[config.mk]
export PLATFORM = sky130hd
export DESIGN_NAME = serial_frame_deframer_xor_flat
export DESIGN_NICKNAME = d
export VERILOG_FILES = /design/src/sfd_pkg.sv /design/src/sfd_in_if.sv /design/src/sfd_out_if.sv /design/src/sfd_cfg_if.sv /design/src/serial_frame_deframer_xor.sv /design/src/flat_wrapper.sv
export SDC_FILE = /design/constraint.sdc
export NUM_CORES = 1
export LEC_CHECK = 0
export ABC_AREA = 1
export BUFFER_PORTS_ARGS = -buffer_cell sky130_fd_sc_hd__buf_2
export CORE_UTILIZATION = 50
export CTS_BUF_LIST = sky130_fd_sc_hd__clkbuf_16
export DETAILED_ROUTE_END_ITERATION = 6
export PLACE_DENSITY = 0.73
export SLEW_MARGIN = 20
export SYNTH_ARGS = -nofsm -noshare
export SYNTH_HDL_FRONTEND = slang
export SYNTH_SLANG_ARGS = --single-unit
[constraint.sdc]
create_clock -name clk -period 8.48 [get_ports clk]
set_clock_uncertainty 0.05 [all_clocks]
set_input_delay 0 -clock clk [delete_from_list [all_inputs] [get_ports clk]]
set_output_delay 0 -clock clk [all_outputs]
set_load 0.01 [all_outputs]
[src/sfd_pkg.sv]
// ----------------------------------------------------------------------------
// sfd_pkg
// Shared types and constants of the serial frame deframer
// ----------------------------------------------------------------------------
package sfd_pkg;

    localparam int MAX_PAYLOAD = 275;

    localparam int BYTE_W  = 8;
    localparam int KIND_W  = 2;
    localparam int POS_W   = 9;
    localparam int LEN_W   = 16;
    localparam int INDEX_W = 8;

    localparam logic [BYTE_W-1:0] START_MARKER_RESET = 8'd27;
    localparam logic [BYTE_W-1:0] TOKEN_MARKER_RESET = 8'd14;

    localparam logic [INDEX_W-1:0] REG_START_MARKER = 8'd0;
    localparam logic [INDEX_W-1:0] REG_TOKEN_MARKER = 8'd1;

    localparam logic [LEN_W-1:0] MAX_LEN = LEN_W'(MAX_PAYLOAD);

    typedef enum logic [KIND_W-1:0] {
        KIND_BYTE     = 2'd0,
        KIND_GOOD     = 2'd1,
        KIND_CKSUM    = 2'd2,
        KIND_OVERSIZE = 2'd3
    } kind_t;

    typedef enum logic [6:0] {
        PH_IDLE   = 7'b0000001,
        PH_SEQ    = 7'b0000010,
        PH_LEN_HI = 7'b0000100,
        PH_LEN_LO = 7'b0001000,
        PH_TOKEN  = 7'b0010000,
        PH_DATA   = 7'b0100000,
        PH_CHECK  = 7'b1000000
    } phase_t;

endpackage

[src/sfd_in_if.sv]
// ----------------------------------------------------------------------------
// sfd_in_if
// Received byte channel
// ----------------------------------------------------------------------------
interface sfd_in_if;
    import sfd_pkg::*;

    logic              valid;
    logic              ready;
    logic [BYTE_W-1:0] rx_value;

    modport source (output valid, output rx_value, input ready);
    modport sink (input valid, input rx_value, output ready);
endinterface

[src/sfd_out_if.sv]
// ----------------------------------------------------------------------------
// sfd_out_if
// Result channel: payload bytes and frame status
// ----------------------------------------------------------------------------
interface sfd_out_if;
    import sfd_pkg::*;

    logic              valid;
    logic              ready;
    kind_t             kind;
    logic [BYTE_W-1:0] payload_value;
    logic [POS_W-1:0]  payload_position;
    logic [BYTE_W-1:0] frame_sequence;
    logic [LEN_W-1:0]  frame_length;

    modport source (
        output valid, output kind, output payload_value, output payload_position,
        output frame_sequence, output frame_length, input ready
    );
    modport sink (
        input valid, input kind, input payload_value, input payload_position,
        input frame_sequence, input frame_length, output ready
    );
endinterface

[src/sfd_cfg_if.sv]
// ----------------------------------------------------------------------------
// sfd_cfg_if
// Register write channel
// ----------------------------------------------------------------------------
interface sfd_cfg_if;
    import sfd_pkg::*;

    logic               valid;
    logic               ready;
    logic [INDEX_W-1:0] index;
    logic [BYTE_W-1:0]  data;

    modport source (output valid, output index, output data, input ready);
    modport sink (input valid, input index, input data, output ready);
endinterface

[src/serial_frame_deframer_xor.sv]
// ----------------------------------------------------------------------------
// serial_frame_deframer_xor
// Datapath: an accepted byte is held in the input reg, then its result in the result reg.
// Throughput: one byte per cycle, limited only by the result sink's ready.
// Reset: async active low; returns to idle, markers to 27 and 14, no result held.
// Parses start, sequence, length, token, payload and xor checksum of each frame.
// ----------------------------------------------------------------------------
module serial_frame_deframer_xor (
    input  logic       clk,
    input  logic       rst_n,
    sfd_in_if.sink     frame_in,
    sfd_out_if.source  frame_out,
    sfd_cfg_if.sink    cfg
);
    import sfd_pkg::*;

    logic [BYTE_W-1:0] start_marker_reg;
    logic [BYTE_W-1:0] token_marker_reg;

    logic              in_valid_reg;
    logic [BYTE_W-1:0] in_byte_reg;

    phase_t            phase_reg, phase_next;
    logic [BYTE_W-1:0] xor_reg, xor_next;
    logic [BYTE_W-1:0] seq_reg, seq_next;
    logic [LEN_W-1:0]  len_reg, len_next;
    logic [POS_W-1:0]  pos_reg, pos_next;

    logic              out_valid_reg;
    kind_t             kind_reg, kind_next;
    logic [BYTE_W-1:0] value_reg, value_next;
    logic [POS_W-1:0]  position_reg, position_next;
    logic [BYTE_W-1:0] out_seq_reg;
    logic [LEN_W-1:0]  out_len_reg;

    logic              has_result;
    logic              out_free;
    logic              proc_fire;
    logic [POS_W-1:0]  pos_inc;

    assign cfg.ready = 1'b1;

    always_ff @(posedge clk or negedge rst_n)
    begin
        if (!rst_n)
        begin
            start_marker_reg <= START_MARKER_RESET;
            token_marker_reg <= TOKEN_MARKER_RESET;
        end
        else if (cfg.valid)
        begin
            unique case (cfg.index)
                REG_START_MARKER: start_marker_reg <= cfg.data;
                REG_TOKEN_MARKER: token_marker_reg <= cfg.data;
                default: ;
            endcase
        end
    end

    // a byte leaves the input register unless its result has nowhere to go
    assign out_free        = !out_valid_reg || frame_out.ready;
    assign proc_fire       = in_valid_reg && (!has_result || out_free);
    assign frame_in.ready  = !in_valid_reg || proc_fire;
    assign pos_inc         = pos_reg + POS_W'(1);

    always_comb
    begin
        phase_next    = phase_reg;
        xor_next      = xor_reg ^ in_byte_reg;
        seq_next      = seq_reg;
        len_next      = len_reg;
        pos_next      = pos_reg;
        has_result    = 1'b0;
        kind_next     = KIND_BYTE;
        value_next    = '0;
        position_next = '0;
        unique case (phase_reg)
            PH_SEQ:
            begin
                seq_next   = in_byte_reg;
                phase_next = PH_LEN_HI;
            end
            PH_LEN_HI:
            begin
                len_next   = {in_byte_reg, {BYTE_W{1'b0}}};
                phase_next = PH_LEN_LO;
            end
            PH_LEN_LO:
            begin
                len_next   = {len_reg[LEN_W-1:BYTE_W], in_byte_reg};
                phase_next = PH_TOKEN;
            end
            PH_TOKEN:
            begin
                if (in_byte_reg != token_marker_reg)
                begin
                    phase_next = PH_IDLE;
                end
                else if (len_reg > MAX_LEN)
                begin
                    has_result = 1'b1;
                    kind_next  = KIND_OVERSIZE;
                    phase_next = PH_IDLE;
                    xor_next   = '0;
                    seq_next   = '0;
                    len_next   = '0;
                    pos_next   = '0;
                end
                else
                begin
                    pos_next   = '0;
                    phase_next = (len_reg == '0) ? PH_CHECK : PH_DATA;
                end
            end
            PH_DATA:
            begin
                has_result    = 1'b1;
                kind_next     = KIND_BYTE;
                value_next    = in_byte_reg;
                position_next = pos_reg;
                pos_next      = pos_inc;
                if (LEN_W'(pos_inc) >= len_reg)
                begin
                    phase_next = PH_CHECK;
                end
            end
            PH_CHECK:
            begin
                has_result = 1'b1;
                kind_next  = ((in_byte_reg == xor_reg) && (len_reg != '0)) ? KIND_GOOD
                                                                           : KIND_CKSUM;
                phase_next = PH_IDLE;
                xor_next   = '0;
                seq_next   = '0;
                len_next   = '0;
                pos_next   = '0;
            end
            default:
            begin
                // idle, and any stray code behaves as idle
                xor_next   = xor_reg;
                phase_next = PH_IDLE;
                if (in_byte_reg == start_marker_reg)
                begin
                    xor_next   = in_byte_reg;
                    phase_next = PH_SEQ;
                end
            end
        endcase
    end

    always_ff @(posedge clk or negedge rst_n)
    begin
        if (!rst_n)
        begin
            in_valid_reg  <= 1'b0;
            out_valid_reg <= 1'b0;
            phase_reg     <= PH_IDLE;
            xor_reg       <= '0;
            seq_reg       <= '0;
            len_reg       <= '0;
            pos_reg       <= '0;
        end
        else
        begin
            if (frame_in.ready)
            begin
                in_valid_reg <= frame_in.valid;
            end
            if (proc_fire)
            begin
                phase_reg <= phase_next;
                xor_reg   <= xor_next;
                seq_reg   <= seq_next;
                len_reg   <= len_next;
                pos_reg   <= pos_next;
            end
            if (out_free)
            begin
                out_valid_reg <= proc_fire && has_result;
            end
        end
    end

    always_ff @(posedge clk)
    begin
        if (frame_in.valid && frame_in.ready)
        begin
            in_byte_reg <= frame_in.rx_value;
        end
        if (proc_fire && has_result)
        begin
            kind_reg     <= kind_next;
            value_reg    <= value_next;
            position_reg <= position_next;
            out_seq_reg  <= seq_reg;
            out_len_reg  <= len_reg;
        end
    end

    assign frame_out.valid            = out_valid_reg;
    assign frame_out.kind             = kind_reg;
    assign frame_out.payload_value    = value_reg;
    assign frame_out.payload_position = position_reg;
    assign frame_out.frame_sequence   = out_seq_reg;
    assign frame_out.frame_length     = out_len_reg;

endmodule
[src/flat_wrapper.sv]
// flat-port wrapper written by rule: the top's interface ports become plain ports
module serial_frame_deframer_xor_flat import sfd_pkg::*;
  (clk, rst_n, frame_in_valid, frame_in_rx_value, frame_in_ready, frame_out_valid, frame_out_kind, frame_out_payload_value, frame_out_payload_position, frame_out_frame_sequence, frame_out_frame_length, frame_out_ready, cfg_valid, cfg_index, cfg_data, cfg_ready);
  sfd_in_if frame_in_i ();
  sfd_out_if frame_out_i ();
  sfd_cfg_if cfg_i ();
  input  logic clk;
  input  logic rst_n;
  input wire logic [$bits(frame_in_i.valid)-1:0] frame_in_valid;
  input wire logic [$bits(frame_in_i.rx_value)-1:0] frame_in_rx_value;
  output wire logic [$bits(frame_in_i.ready)-1:0] frame_in_ready;
  output wire logic [$bits(frame_out_i.valid)-1:0] frame_out_valid;
  output wire logic [$bits(frame_out_i.kind)-1:0] frame_out_kind;
  output wire logic [$bits(frame_out_i.payload_value)-1:0] frame_out_payload_value;
  output wire logic [$bits(frame_out_i.payload_position)-1:0] frame_out_payload_position;
  output wire logic [$bits(frame_out_i.frame_sequence)-1:0] frame_out_frame_sequence;
  output wire logic [$bits(frame_out_i.frame_length)-1:0] frame_out_frame_length;
  input wire logic [$bits(frame_out_i.ready)-1:0] frame_out_ready;
  input wire logic [$bits(cfg_i.valid)-1:0] cfg_valid;
  input wire logic [$bits(cfg_i.index)-1:0] cfg_index;
  input wire logic [$bits(cfg_i.data)-1:0] cfg_data;
  output wire logic [$bits(cfg_i.ready)-1:0] cfg_ready;
  assign frame_in_i.valid = frame_in_valid;
  assign frame_in_i.rx_value = frame_in_rx_value;
  assign frame_in_ready = frame_in_i.ready;
  assign frame_out_valid = frame_out_i.valid;
  assign frame_out_kind = frame_out_i.kind;
  assign frame_out_payload_value = frame_out_i.payload_value;
  assign frame_out_payload_position = frame_out_i.payload_position;
  assign frame_out_frame_sequence = frame_out_i.frame_sequence;
  assign frame_out_frame_length = frame_out_i.frame_length;
  assign frame_out_i.ready = frame_out_ready;
  assign cfg_i.valid = cfg_valid;
  assign cfg_i.index = cfg_index;
  assign cfg_i.data = cfg_data;
  assign cfg_ready = cfg_i.ready;
  serial_frame_deframer_xor u_core (.clk(clk), .rst_n(rst_n), .frame_in(frame_in_i), .frame_out(frame_out_i), .cfg(cfg_i));
endmodule
-- Word-level counts from Yosys, hierarchy flattened
Index checks and enable logic that the tools add are counted.
- logic and storage cells: 87
- bits in registers: 117
- input port bits: 29
- $lt $le $gt $ge: 2
- mux-type cells: 25
- eq/ne operators: 13
- reductions and logical operators: 28
- bitwise logic cells: 2
- $add $sub $neg: 1
- operator list (cell ; count):
    one-hot mux 16 bit (4 select lines) ; 1
    one-hot mux 8 bit (3 select lines) ; 2
    one-hot mux 7 bit (6 select lines) ; 1
    2-to-1 mux 8 bit ; 5
    2-to-1 mux 16 bit ; 2
    2-to-1 mux 7 bit ; 4
    one-hot mux 9 bit (3 select lines) ; 1
    equality test 8 bit ; 2
    greater-or-equal comparator 9 x 16 -> 1 bit ; 1
    greater-than comparator 16 x 9 -> 1 bit (second input constant) ; 1
    logical NOT 16 bit ; 1
    nonzero test 16 bit ; 1
    adder 9 x 1 -> 9 bit (second input constant) ; 1
    2-to-1 mux 9 bit ; 1
    nonzero test 3 bit ; 3
    equality test 8 x 1 -> 1 bit (second input constant) ; 1
    logical NOT 8 bit ; 1
    2-to-1 mux 2 bit ; 4
    inequality test 8 bit ; 1
    AND reduction 2 bit ; 4
    AND reduction 4 bit ; 2
    nonzero test 4 bit ; 2
    XOR 8 bit ; 1
    equality test 7 x 2 -> 1 bit (second input constant) ; 1
    18 further kinds ; 27

-- Longest topological paths before layout
Gate-level depths: netlist of the first run.
- depth after elaboration: 9
- gate-level depth with buffers: 16

-- Worst setup path before layout of the first run
Ideal clock, no wire load.
- kind: reg-to-reg
- from: register u_core.len_reg[11]
- to: register u_core.out_len_reg[0] (netlist: u_core.frame_out.frame_length[0]) (enable)
- path slack: 5.811 ns
- data arrival time: 2.222 ns
- period minus slack after synthesis: 2.669 ns
- stages on the path, launching flop included: 10
- cell sequence: dfrtp_1 nor2_1 nand2_1 nor2_1 a21oi_1 nand2_1 nand2_1 a21oi_4 nand2_1 inv_1
- longest elaborated chain between the ends: 8
- ends and longest elaborated chain (what ; line ; source):
    start: declaration ; serial_frame_deframer_xor.sv:26 ; logic [LEN_W-1:0] len_reg, len_next;
    start signal: assignment ; serial_frame_deframer_xor.sv:175 ; len_reg <= len_next;
    greater-than comparator 16 x 9 -> 1 bit * ; serial_frame_deframer_xor.sv:99 ; else if (len_reg > MAX_LEN)
    2-to-1 mux 1 bit * ; serial_frame_deframer_xor.sv:99 ;
    2-to-1 mux 1 bit * ; serial_frame_deframer_xor.sv:95 ; if (in_byte_reg != token_marker_reg)
    one-hot mux 1 bit (2 select lines) * ; serial_frame_deframer_xor.sv:77 ; unique case (phase_reg)
    logical NOT 1 bit ; serial_frame_deframer_xor.sv:62 ; assign proc_fire = in_valid_reg && (!has_result || out_free);
    logical OR 1 bit ; serial_frame_deframer_xor.sv:62 ;
    logical AND 1 bit ; serial_frame_deframer_xor.sv:62 ;
    logical AND 1 bit * ; serial_frame_deframer_xor.sv:191 ; if (proc_fire && has_result)
    end signal: assignment ; serial_frame_deframer_xor.sv:197 ; out_len_reg <= len_reg;
    end: declaration ; serial_frame_deframer_xor.sv:34 ; logic [LEN_W-1:0] out_len_reg;
Every way passes the cells marked *; elsewhere a longest branch is shown, timed or not.
A chain may end at the register's enable or synchronous reset.

-- Worst setup path in the final report of the first run
- from: register u_core.len_reg[11]
- to: register u_core.value_reg[5] (netlist: u_core.frame_out.payload_value[5]) (enable)
- longest elaborated chain between the ends: 8
- ends and longest elaborated chain (what ; line ; source):
    greater-than comparator 16 x 9 -> 1 bit * ; serial_frame_deframer_xor.sv:99 ;
    2-to-1 mux 1 bit * ; serial_frame_deframer_xor.sv:99 ;
    2-to-1 mux 1 bit * ; serial_frame_deframer_xor.sv:95 ;
    one-hot mux 1 bit (2 select lines) * ; serial_frame_deframer_xor.sv:77 ;
    logical NOT 1 bit ; serial_frame_deframer_xor.sv:62 ;
    logical OR 1 bit ; serial_frame_deframer_xor.sv:62 ;
    logical AND 1 bit ; serial_frame_deframer_xor.sv:62 ;
    logical AND 1 bit * ; serial_frame_deframer_xor.sv:191 ;
    end signal: assignment ; serial_frame_deframer_xor.sv:194 ; value_reg <= value_next;
    end: declaration ; serial_frame_deframer_xor.sv:31 ; logic [BYTE_W-1:0] value_reg, value_next;
Marked as above.

==> results of run 1 <==
[timing repair]
item	CTS	global route
hold buffers	20	0
gates resized for setup	0	0
endpoints found under the hold margin	84	0
[synth_stat cells]
cell	number
clkbuf_1	6
edfxtp_1	51
o31ai_1	1
nand3b_1	5
buf_2	6
nor2_2	3
conb_1	1
dfstp_2	8
o21a_1	1
o21ai_0	20
a21oi_4	3
ha_1	10
xnor2_1	10
nor2_4	1
nor4_1	3
nand2_1	185
inv_2	8
nand2_2	5
nand4_1	28
nor2_1	65
a21oi_1	11
nor3b_1	1
inv_1	57
nor3_1	5
o211ai_1	8
xor2_1	17
dfrtp_1	58
buf_4	1
a21boi_0	2
nand3_1	29
[power breakdown]
group	total, W	switching [W]	internal, W
clock network	0.000695	0.000262	0.000433
registers	0.000619	0.0000136	0.000606
logic	0.0000802	0.0000470	0.0000332
total	0.00139	0.000323	0.00107
[metrics by stage]
stage	instance area, sq um	hold slack (ns)	setup slack, ns	total power [W]	cells
after floorplan	5570	-0.346	5.81	0.000674	609
after global routing	6840	0.221	4.91	0.00144	863
after global placement	6060	0.126	5.45	0.000698	811
after CTS	6840	0.146	5.28	0.00140	863
after detailed placement	6060	0.128	5.29	0.000702	811
final	6840	0.149	5.27	0.00139	863
[cells by family (layout without fill, tap and decap cells)]
logic type	count (synthesis)	after routing	synth area share, %
buffers and inverters	78	192	5.46
flip-flops	117	117	57.4
AND/OR/NAND/NOR	330	330	25.3
XOR/XNOR	27	27	4.25
AO/OA/AOI/OAI	46	46	5.28
adder cells (fa/ha/maj)	10	10	2.25
other	1	1	0.0674
[worst max-delay path, cell delays in order (launching register included)]
cell and delay (ns):
dfrtp_1 0.39, nor2_1 0.21, nand2_1 0.08, nor2_1 0.18, a21oi_1 0.11, nand2_1 0.10, nand2_1 0.14, a21oi_4 0.84
nand2_1 0.15, inv_1 0.09, buf_4 0.46
[area by class of cell]
cell class	count	area [sq um]
Clock buffer	17	425
Fill cell	893	4000
Tap cell	140	175
Clock inverter	15	156
Inverter	65	244
Sequential cell	117	3190
Multi-Input combinational cell	414	2070
Timing Repair Buffer	95	581
[how the worst max path moves through the flow]
| stage | startpoint | end | slack [ns] | cells past startpoint |
|---|---|---|---|---|
| after floorplan | u_core.len_reg[11]$_DFFE_PN0P_ | u_core.frame_out.frame_length[0]$_DFFE_PP_ | 5.81 | 9 |
| after global placement | u_core.len_reg[11]$_DFFE_PN0P_ | u_core.frame_out.payload_position[4]$_SDFFCE_PN0P_ | 5.45 | 10 |
| after detailed placement | u_core.in_byte_reg[4]$_DFFE_PP_ | u_core.frame_out.payload_position[6]$_SDFFCE_PN0P_ | 5.29 | 10 |
| after CTS | u_core.in_byte_reg[4]$_DFFE_PP_ | u_core.frame_out.payload_position[7]$_SDFFCE_PN0P_ | 5.28 | 10 |
| after global routing | u_core.len_reg[11]$_DFFE_PN0P_ | u_core.frame_out.payload_value[5]$_SDFFCE_PN0P_ | 4.91 | 10 |
| final | u_core.len_reg[11]$_DFFE_PN0P_ | u_core.frame_out.payload_value[5]$_SDFFCE_PN0P_ | 5.27 | 10 |
[routing by layer]
layer | global-route usage [%] | share of wire, % | vias to the layer above
li1 | - | - | 2199
met1 | 28.3 | 42 | 2164
met2 | 40.1 | 51 | 135
met3 | 6.23 | 5.1 | 21
met4 | 10.6 | 1.9 | 0
met5 | 0 | 0 | -
==> metrics.yaml, run 1 <==
yosys:
  yosysSeqAreaShare_pct: 57.4
  avgSynthCellArea_sq_um: 9.14
  yosys.area.top_type: "edfxtp_1"
  synth_top_cell_area_share_pct: 27.5
  synth.area.top_cells: "edfxtp_1 (28%), dfrtp_1 (26%), nand2_1 (12%)"
  syn_nets: 648
  synth-seq-cells: 117
  syn_inst: 609
  netlist-cell-type-count: 30
  synth_area_sq_um: 5570
  yosysWarnings: 0
worst_setup_path:
  crit_fanout: 46
  r2r_slack_ns: 5.27
  worst-r2r-cell-count: 10
  regToRegEndpoint: "u_core.frame_out.payload_value[5]$_SDFFCE_PN0P_"
  worst_setup_path_start_kind: "flip-flop"
  required_ns: 8.48
  timing.rr.start: "u_core.len_reg[11]$_DFFE_PN0P_"
  crit_type: "reg -> reg"
  crit_path_end_kind: "flip-flop"
  arrival_ns: 3.20
detailed_routing:
  ant_nets: 0
  drc_errors: 0
  drt_iter0_markers: 258
  wirelength_mm: 12.7
  first_pass_iters: 5
  wl_per_cell_um: 14.7
  vias: 4519
  via_per_inst: 5.24
grt:
  grt_pass1_wl_mm: 20.4
  gr-usage-all-layers_pct: 23.7
  grt_max_degree: 67
  grt_pass1_vias: 4413
  antenna_found_initial: 0
  grt_overflow: 0
cts:
  cts_buffer_depth: 2
  worstSkewPairLatency_ns: 0.42
  cts_setup_buffers: 0
  htreeDepth: 4
  root_buffer: "clkbuf_16"
  tritoncts: "yes"
  cts.sinks: 117
  clk_pin_slew_ns: 0.06
  cts_made_buffers: 17
power_and_ir_drop:
  power_leakage_nw: 3.18
  ir_worst_vdd_mv: 0.117
  powerDensity_nw_per_um2: 204
place:
  gp_congestion: 0.909
  post-dp-hpwl_mm: 8.94
  io_buffers: 73
finish:
  antenna_cells: 0
  layout_common_cells: "nand2_1 (185), buf_2 (73), nor2_1 (65)"
  areaGrowthSynthToFinish_pct: 23.0
  fin_nets: 749
  final_common_cell: "nand2_1"
  drive_gt1_share_pct: 18.7
  post-route-util_pct: 63.1
floorplan:
  dieArea_sq_um: 11600
  row_count: 38
  coreArea_sq_um: 10800
  die_width_um: 108
  ioPinCount: 75
  start_util_pct: 51.3
  dieHeight_um: 108
min_path:
  hp-start: "cfg_index[0]"
  hold_end: "u_core.start_marker_reg[1]$_DFFE_PN1P_"
  hold_depth: 3
  holdCritPathClass: "in -> reg"
sta:
  rsz0062_at_grt: "no"
  finalSetupViolCount: 0
  fin_crit_sh_pct: 37.8
  max_slew_margin_pct: 31.4
  worstMarginPinSlew_ns: 1.03
  clock.fmax_ghz: 0.312
  final.min_clock_period_ns: 3.21
  hold_viol_final: 0
  slew_viol_final: 0
  setup_tns_ns: 0
outcome:
  status: "completed"
flow_run:
  drv_cap: 0
No activity file was read; power rests on OpenSTA's default activity.
==> inputs of run 2 (changes only) <==
PLACE_DENSITY = 0.76   (was 0.73)
clock period = 2.8 ns   (was 8.48 ns; I/O delays follow)
==> run 2 against run 1 <==
- via count grew 4.6%
- hold slack lost 0.024 ns
- combinational power grew to 3.1 times the previous value
- core utilization grew 1.2 points
- design area grew 2.0%
- critical path type unchanged
- global-route usage grew 0.29 points
- clock power grew to 3.0 times the previous value
- total power grew to 3.0 times the previous value
==> metrics.yaml, run 2 (synthesis results as in run 1) <==
finish:
  multi_input_area_sq_um: 2100  # +1.6%
  layout_common_cells: "nand2_1 (184), buf_2 (72), nor2_1 (64)"
  fin_nets: 762  # +1.7%
  drive_gt1_share_pct: 20.2  # +1.6 points
  regArea_sq_um: 3190  # unchanged
  post-route-util_pct: 64.4  # +1.2 points
  areaGrowthSynthToFinish_pct: 25.4
  num-fill-cells: 819  # -8.3%
  final_common_cell: "nand2_1"
  antenna_cells: 0  # unchanged
cts:
  root_buffer: "clkbuf_16"
  cts.sinks: 117  # unchanged
  worstSkewPairLatency_ns: 0.41  # about the same
  clk_pin_slew_ns: 0.05  # about the same
  cts_made_buffers: 17  # unchanged
  cts_buffer_depth: 2  # unchanged
  tritoncts: "yes"
  htreeDepth: 4  # unchanged
detailed_routing:
  wl_per_cell_um: 14.9  # +1.0%
  drc_errors: 0  # unchanged
  top_layer: "met4"
  ant_nets: 0  # unchanged
  drt_iter0_markers: 329  # +28%
  vias: 4727  # +4.6%
  wl_met2_mm: 6.51  # +0.37%
  via_per_inst: 5.40  # +3.1%
  first_pass_iters: 5  # unchanged
  wirelength_mm: 13.0  # +2.5%
  routed-wl-met3_um: 840  # +30%
  wl_met1_mm: 5.36  # +0.58%
grt:
  grt_max_degree: 53  # -21%
  grt_pass1_wl_mm: 21.1  # +3.3%
  grt_overflow: 0  # unchanged
  gr-usage-all-layers_pct: 24.0  # +0.29 points
  antenna_found_initial: 0  # unchanged
  grt_pass1_vias: 4534  # +2.7%
floorplan:
  coreArea_sq_um: 10800  # unchanged
  dieHeight_um: 108  # unchanged
  ioPinCount: 75  # unchanged
  die_width_um: 108  # unchanged
  start_util_pct: 51.3  # unchanged
  dieArea_sq_um: 11600  # unchanged
  row_count: 38  # unchanged
min_path:
  holdCritPathClass: "in -> async"
sta:
  setup_ws_ns: 0.156  # -5.12 ns
  final.min_clock_period_ns: 2.64  # -0.564 ns
  fin_crit_sh_pct: 94.4  # +57 points
  hold_viol_final: 0  # unchanged
  clock.fmax_ghz: 0.378  # +21%
  slew_viol_final: 0  # unchanged
  finalSetupViolCount: 0  # unchanged
  max_slew_margin_pct: 54.3  # +23 points
  worstMarginPinSlew_ns: 0.686  # -0.341 ns
power_and_ir_drop:
  power_leakage_nw: 3.28  # +3.2%
  fin_total_pwr_w: 0.00422  # +200%
  ir_worst_vdd_mv: 0.379  # +220%
  combinationalPowerShare_pct: 5.9  # +0.2 points
  internal-power_w: 0.00331  # +210%
  seq_power_share_pct: 44.4  # about the same
  powerDensity_nw_per_um2: 605  # +200%
  pwr-share-clk_pct: 49.7  # about the same
  switching_share_pct: 21.7  # -1.4 points
  p_sw_w: 0.000918  # +180%
worst_setup_path:
  timing.rr.start: "u_core.pos_reg[1]$_DFFE_PN0P_"
  cp_num_buf_inv: 2  # unchanged
  crit_type: "reg -> reg"
  r2r_slack_ns: 0.16  # -5.12 ns
  arrival_ns: 2.90  # -0.30 ns
  crit_top_cell: "nand2_1"
  regToRegEndpoint: "u_core.phase_reg[5]$_DFFE_PN0P_"
  crit_family: "simple AND/OR/NAND/NOR gates"
  crit_path_end_kind: "flip-flop"
  crit_chain: "inv_1 -> nor3_4 -> nand4_1 -> nor2_2 -> xor2_1 -> inv_1 -> ha_4 -> nand2_1 -> nor2_1 -> nand2_1 -> nand2_1 -> nand2_1 -> nand4_1 -> nand2_2 -> nand2_1 -> nand2_1"
  slowest_delay_ns: 0.37  # -0.47 ns
  slowest_stage: "dfrtp_1"
  required_ns: 3.05  # -5.43 ns
  cp.depth: 16  # +6
  crit_fanout: 7  # -85%
  worst-r2r-cell-count: 16  # +6
  worst_setup_path_start_kind: "flip-flop"
flow_run:
  drv_cap: 0  # unchanged
outcome:
  status: "completed"
place:
  post-dp-hpwl_mm: 8.76  # -2.0%
  io_buffers: 73  # unchanged
  gp_congestion: 0.912  # +0.32%
  preCtsSetupSlack_ns: 0.0805  # -5.21 ns
## run 2: cell types whose count changed in the layout (fill, tap and decap cells not counted), sizes merged
cell,previous run,this run
buf,75,89
bufinv,2,3
clkinv,9,7
clkinvlp,2,1
dlygate4sd3,20,19
inv,67,69
## run 2: cell type report
type,instances,area share (%)
Clock inverter,15,2.13
Clock buffer,17,6.10
Tap cell,140,2.51
Timing Repair Buffer,108,9.90
Sequential cell,117,45.8
Inverter,65,3.50
Multi-Input combinational cell,414,30.1
## run 2: routing by layer
| layer | global-route usage [%] | up-vias |
|---|---|---|
| li1 | - | 2226 |
| met1 | 30.0 | 2262 |
| met2 | 39.6 | 200 |
| met3 | 5.93 | 39 |
| met4 | 10.1 | 0 |
| met5 | 0 | - |
## run 2: worst max-delay path by stage
stage                                   start                                    endpoint  slack [ns]
3_3_place_gp    u_core.pos_reg[2]$_DFFE_PN0P_             u_core.phase_reg[5]$_DFFE_PN0P_        0.19
3_5_place_dp    u_core.pos_reg[2]$_DFFE_PN0P_             u_core.phase_reg[5]$_DFFE_PN0P_        0.08
5_1_grt         u_core.pos_reg[0]$_DFFE_PN0P_             u_core.phase_reg[5]$_DFFE_PN0P_       -0.04
2_1_floorplan  u_core.len_reg[11]$_DFFE_PN0P_  u_core.frame_out.frame_length[0]$_DFFE_PP_        0.13
6_report        u_core.pos_reg[1]$_DFFE_PN0P_             u_core.phase_reg[5]$_DFFE_PN0P_        0.16
4_1_cts         u_core.pos_reg[2]$_DFFE_PN0P_             u_core.phase_reg[0]$_DFFE_PN1P_        0.09
## run 2: worst register-to-register path, stage by stage (launching register included)
cell and delay [ns]:
dfrtp_1 0.37, inv_1 0.10, nor3_4 0.22, nand4_1 0.16, nor2_2 0.17, xor2_1 0.21, inv_1 0.12, ha_4 0.29
nand2_1 0.06, nor2_1 0.15, nand2_1 0.07, nand2_1 0.06, nand2_1 0.04, nand4_1 0.17, nand2_2 0.14, nand2_1 0.09
nand2_1 0.05
## run 2: timing repair
item | CTS | global route
gates resized for setup | 1 | 6
buffers inserted | 0 | 5
endpoints found under the setup margin | 7 | 7
hold buffers | 19 | 0
pin swaps | 0 | 4
hold endpoints to repair | 70 | 0
## run 2: power groups by stage
stage               Sequential [W]  Clock [W]  Combinational [W]
floorplan                  0.00189          0           0.000146
global placement           0.00190          0           0.000212
detailed placement         0.00191          0           0.000222
CTS                        0.00188    0.00212           0.000246
global route               0.00188    0.00218           0.000280
finish                     0.00188    0.00210           0.000248
## run 2: stage by stage
step	hold WS [ns]	cell area [sq um]	cells	TNS, ns
floorplan	-0.346	5570	609	0
finish	0.125	6980	876	0
global route	0.193	6980	876	-0.145
CTS	0.150	6910	871	0
global placement	0.127	6140	820	0
detailed placement	0.0297	6140	820	0
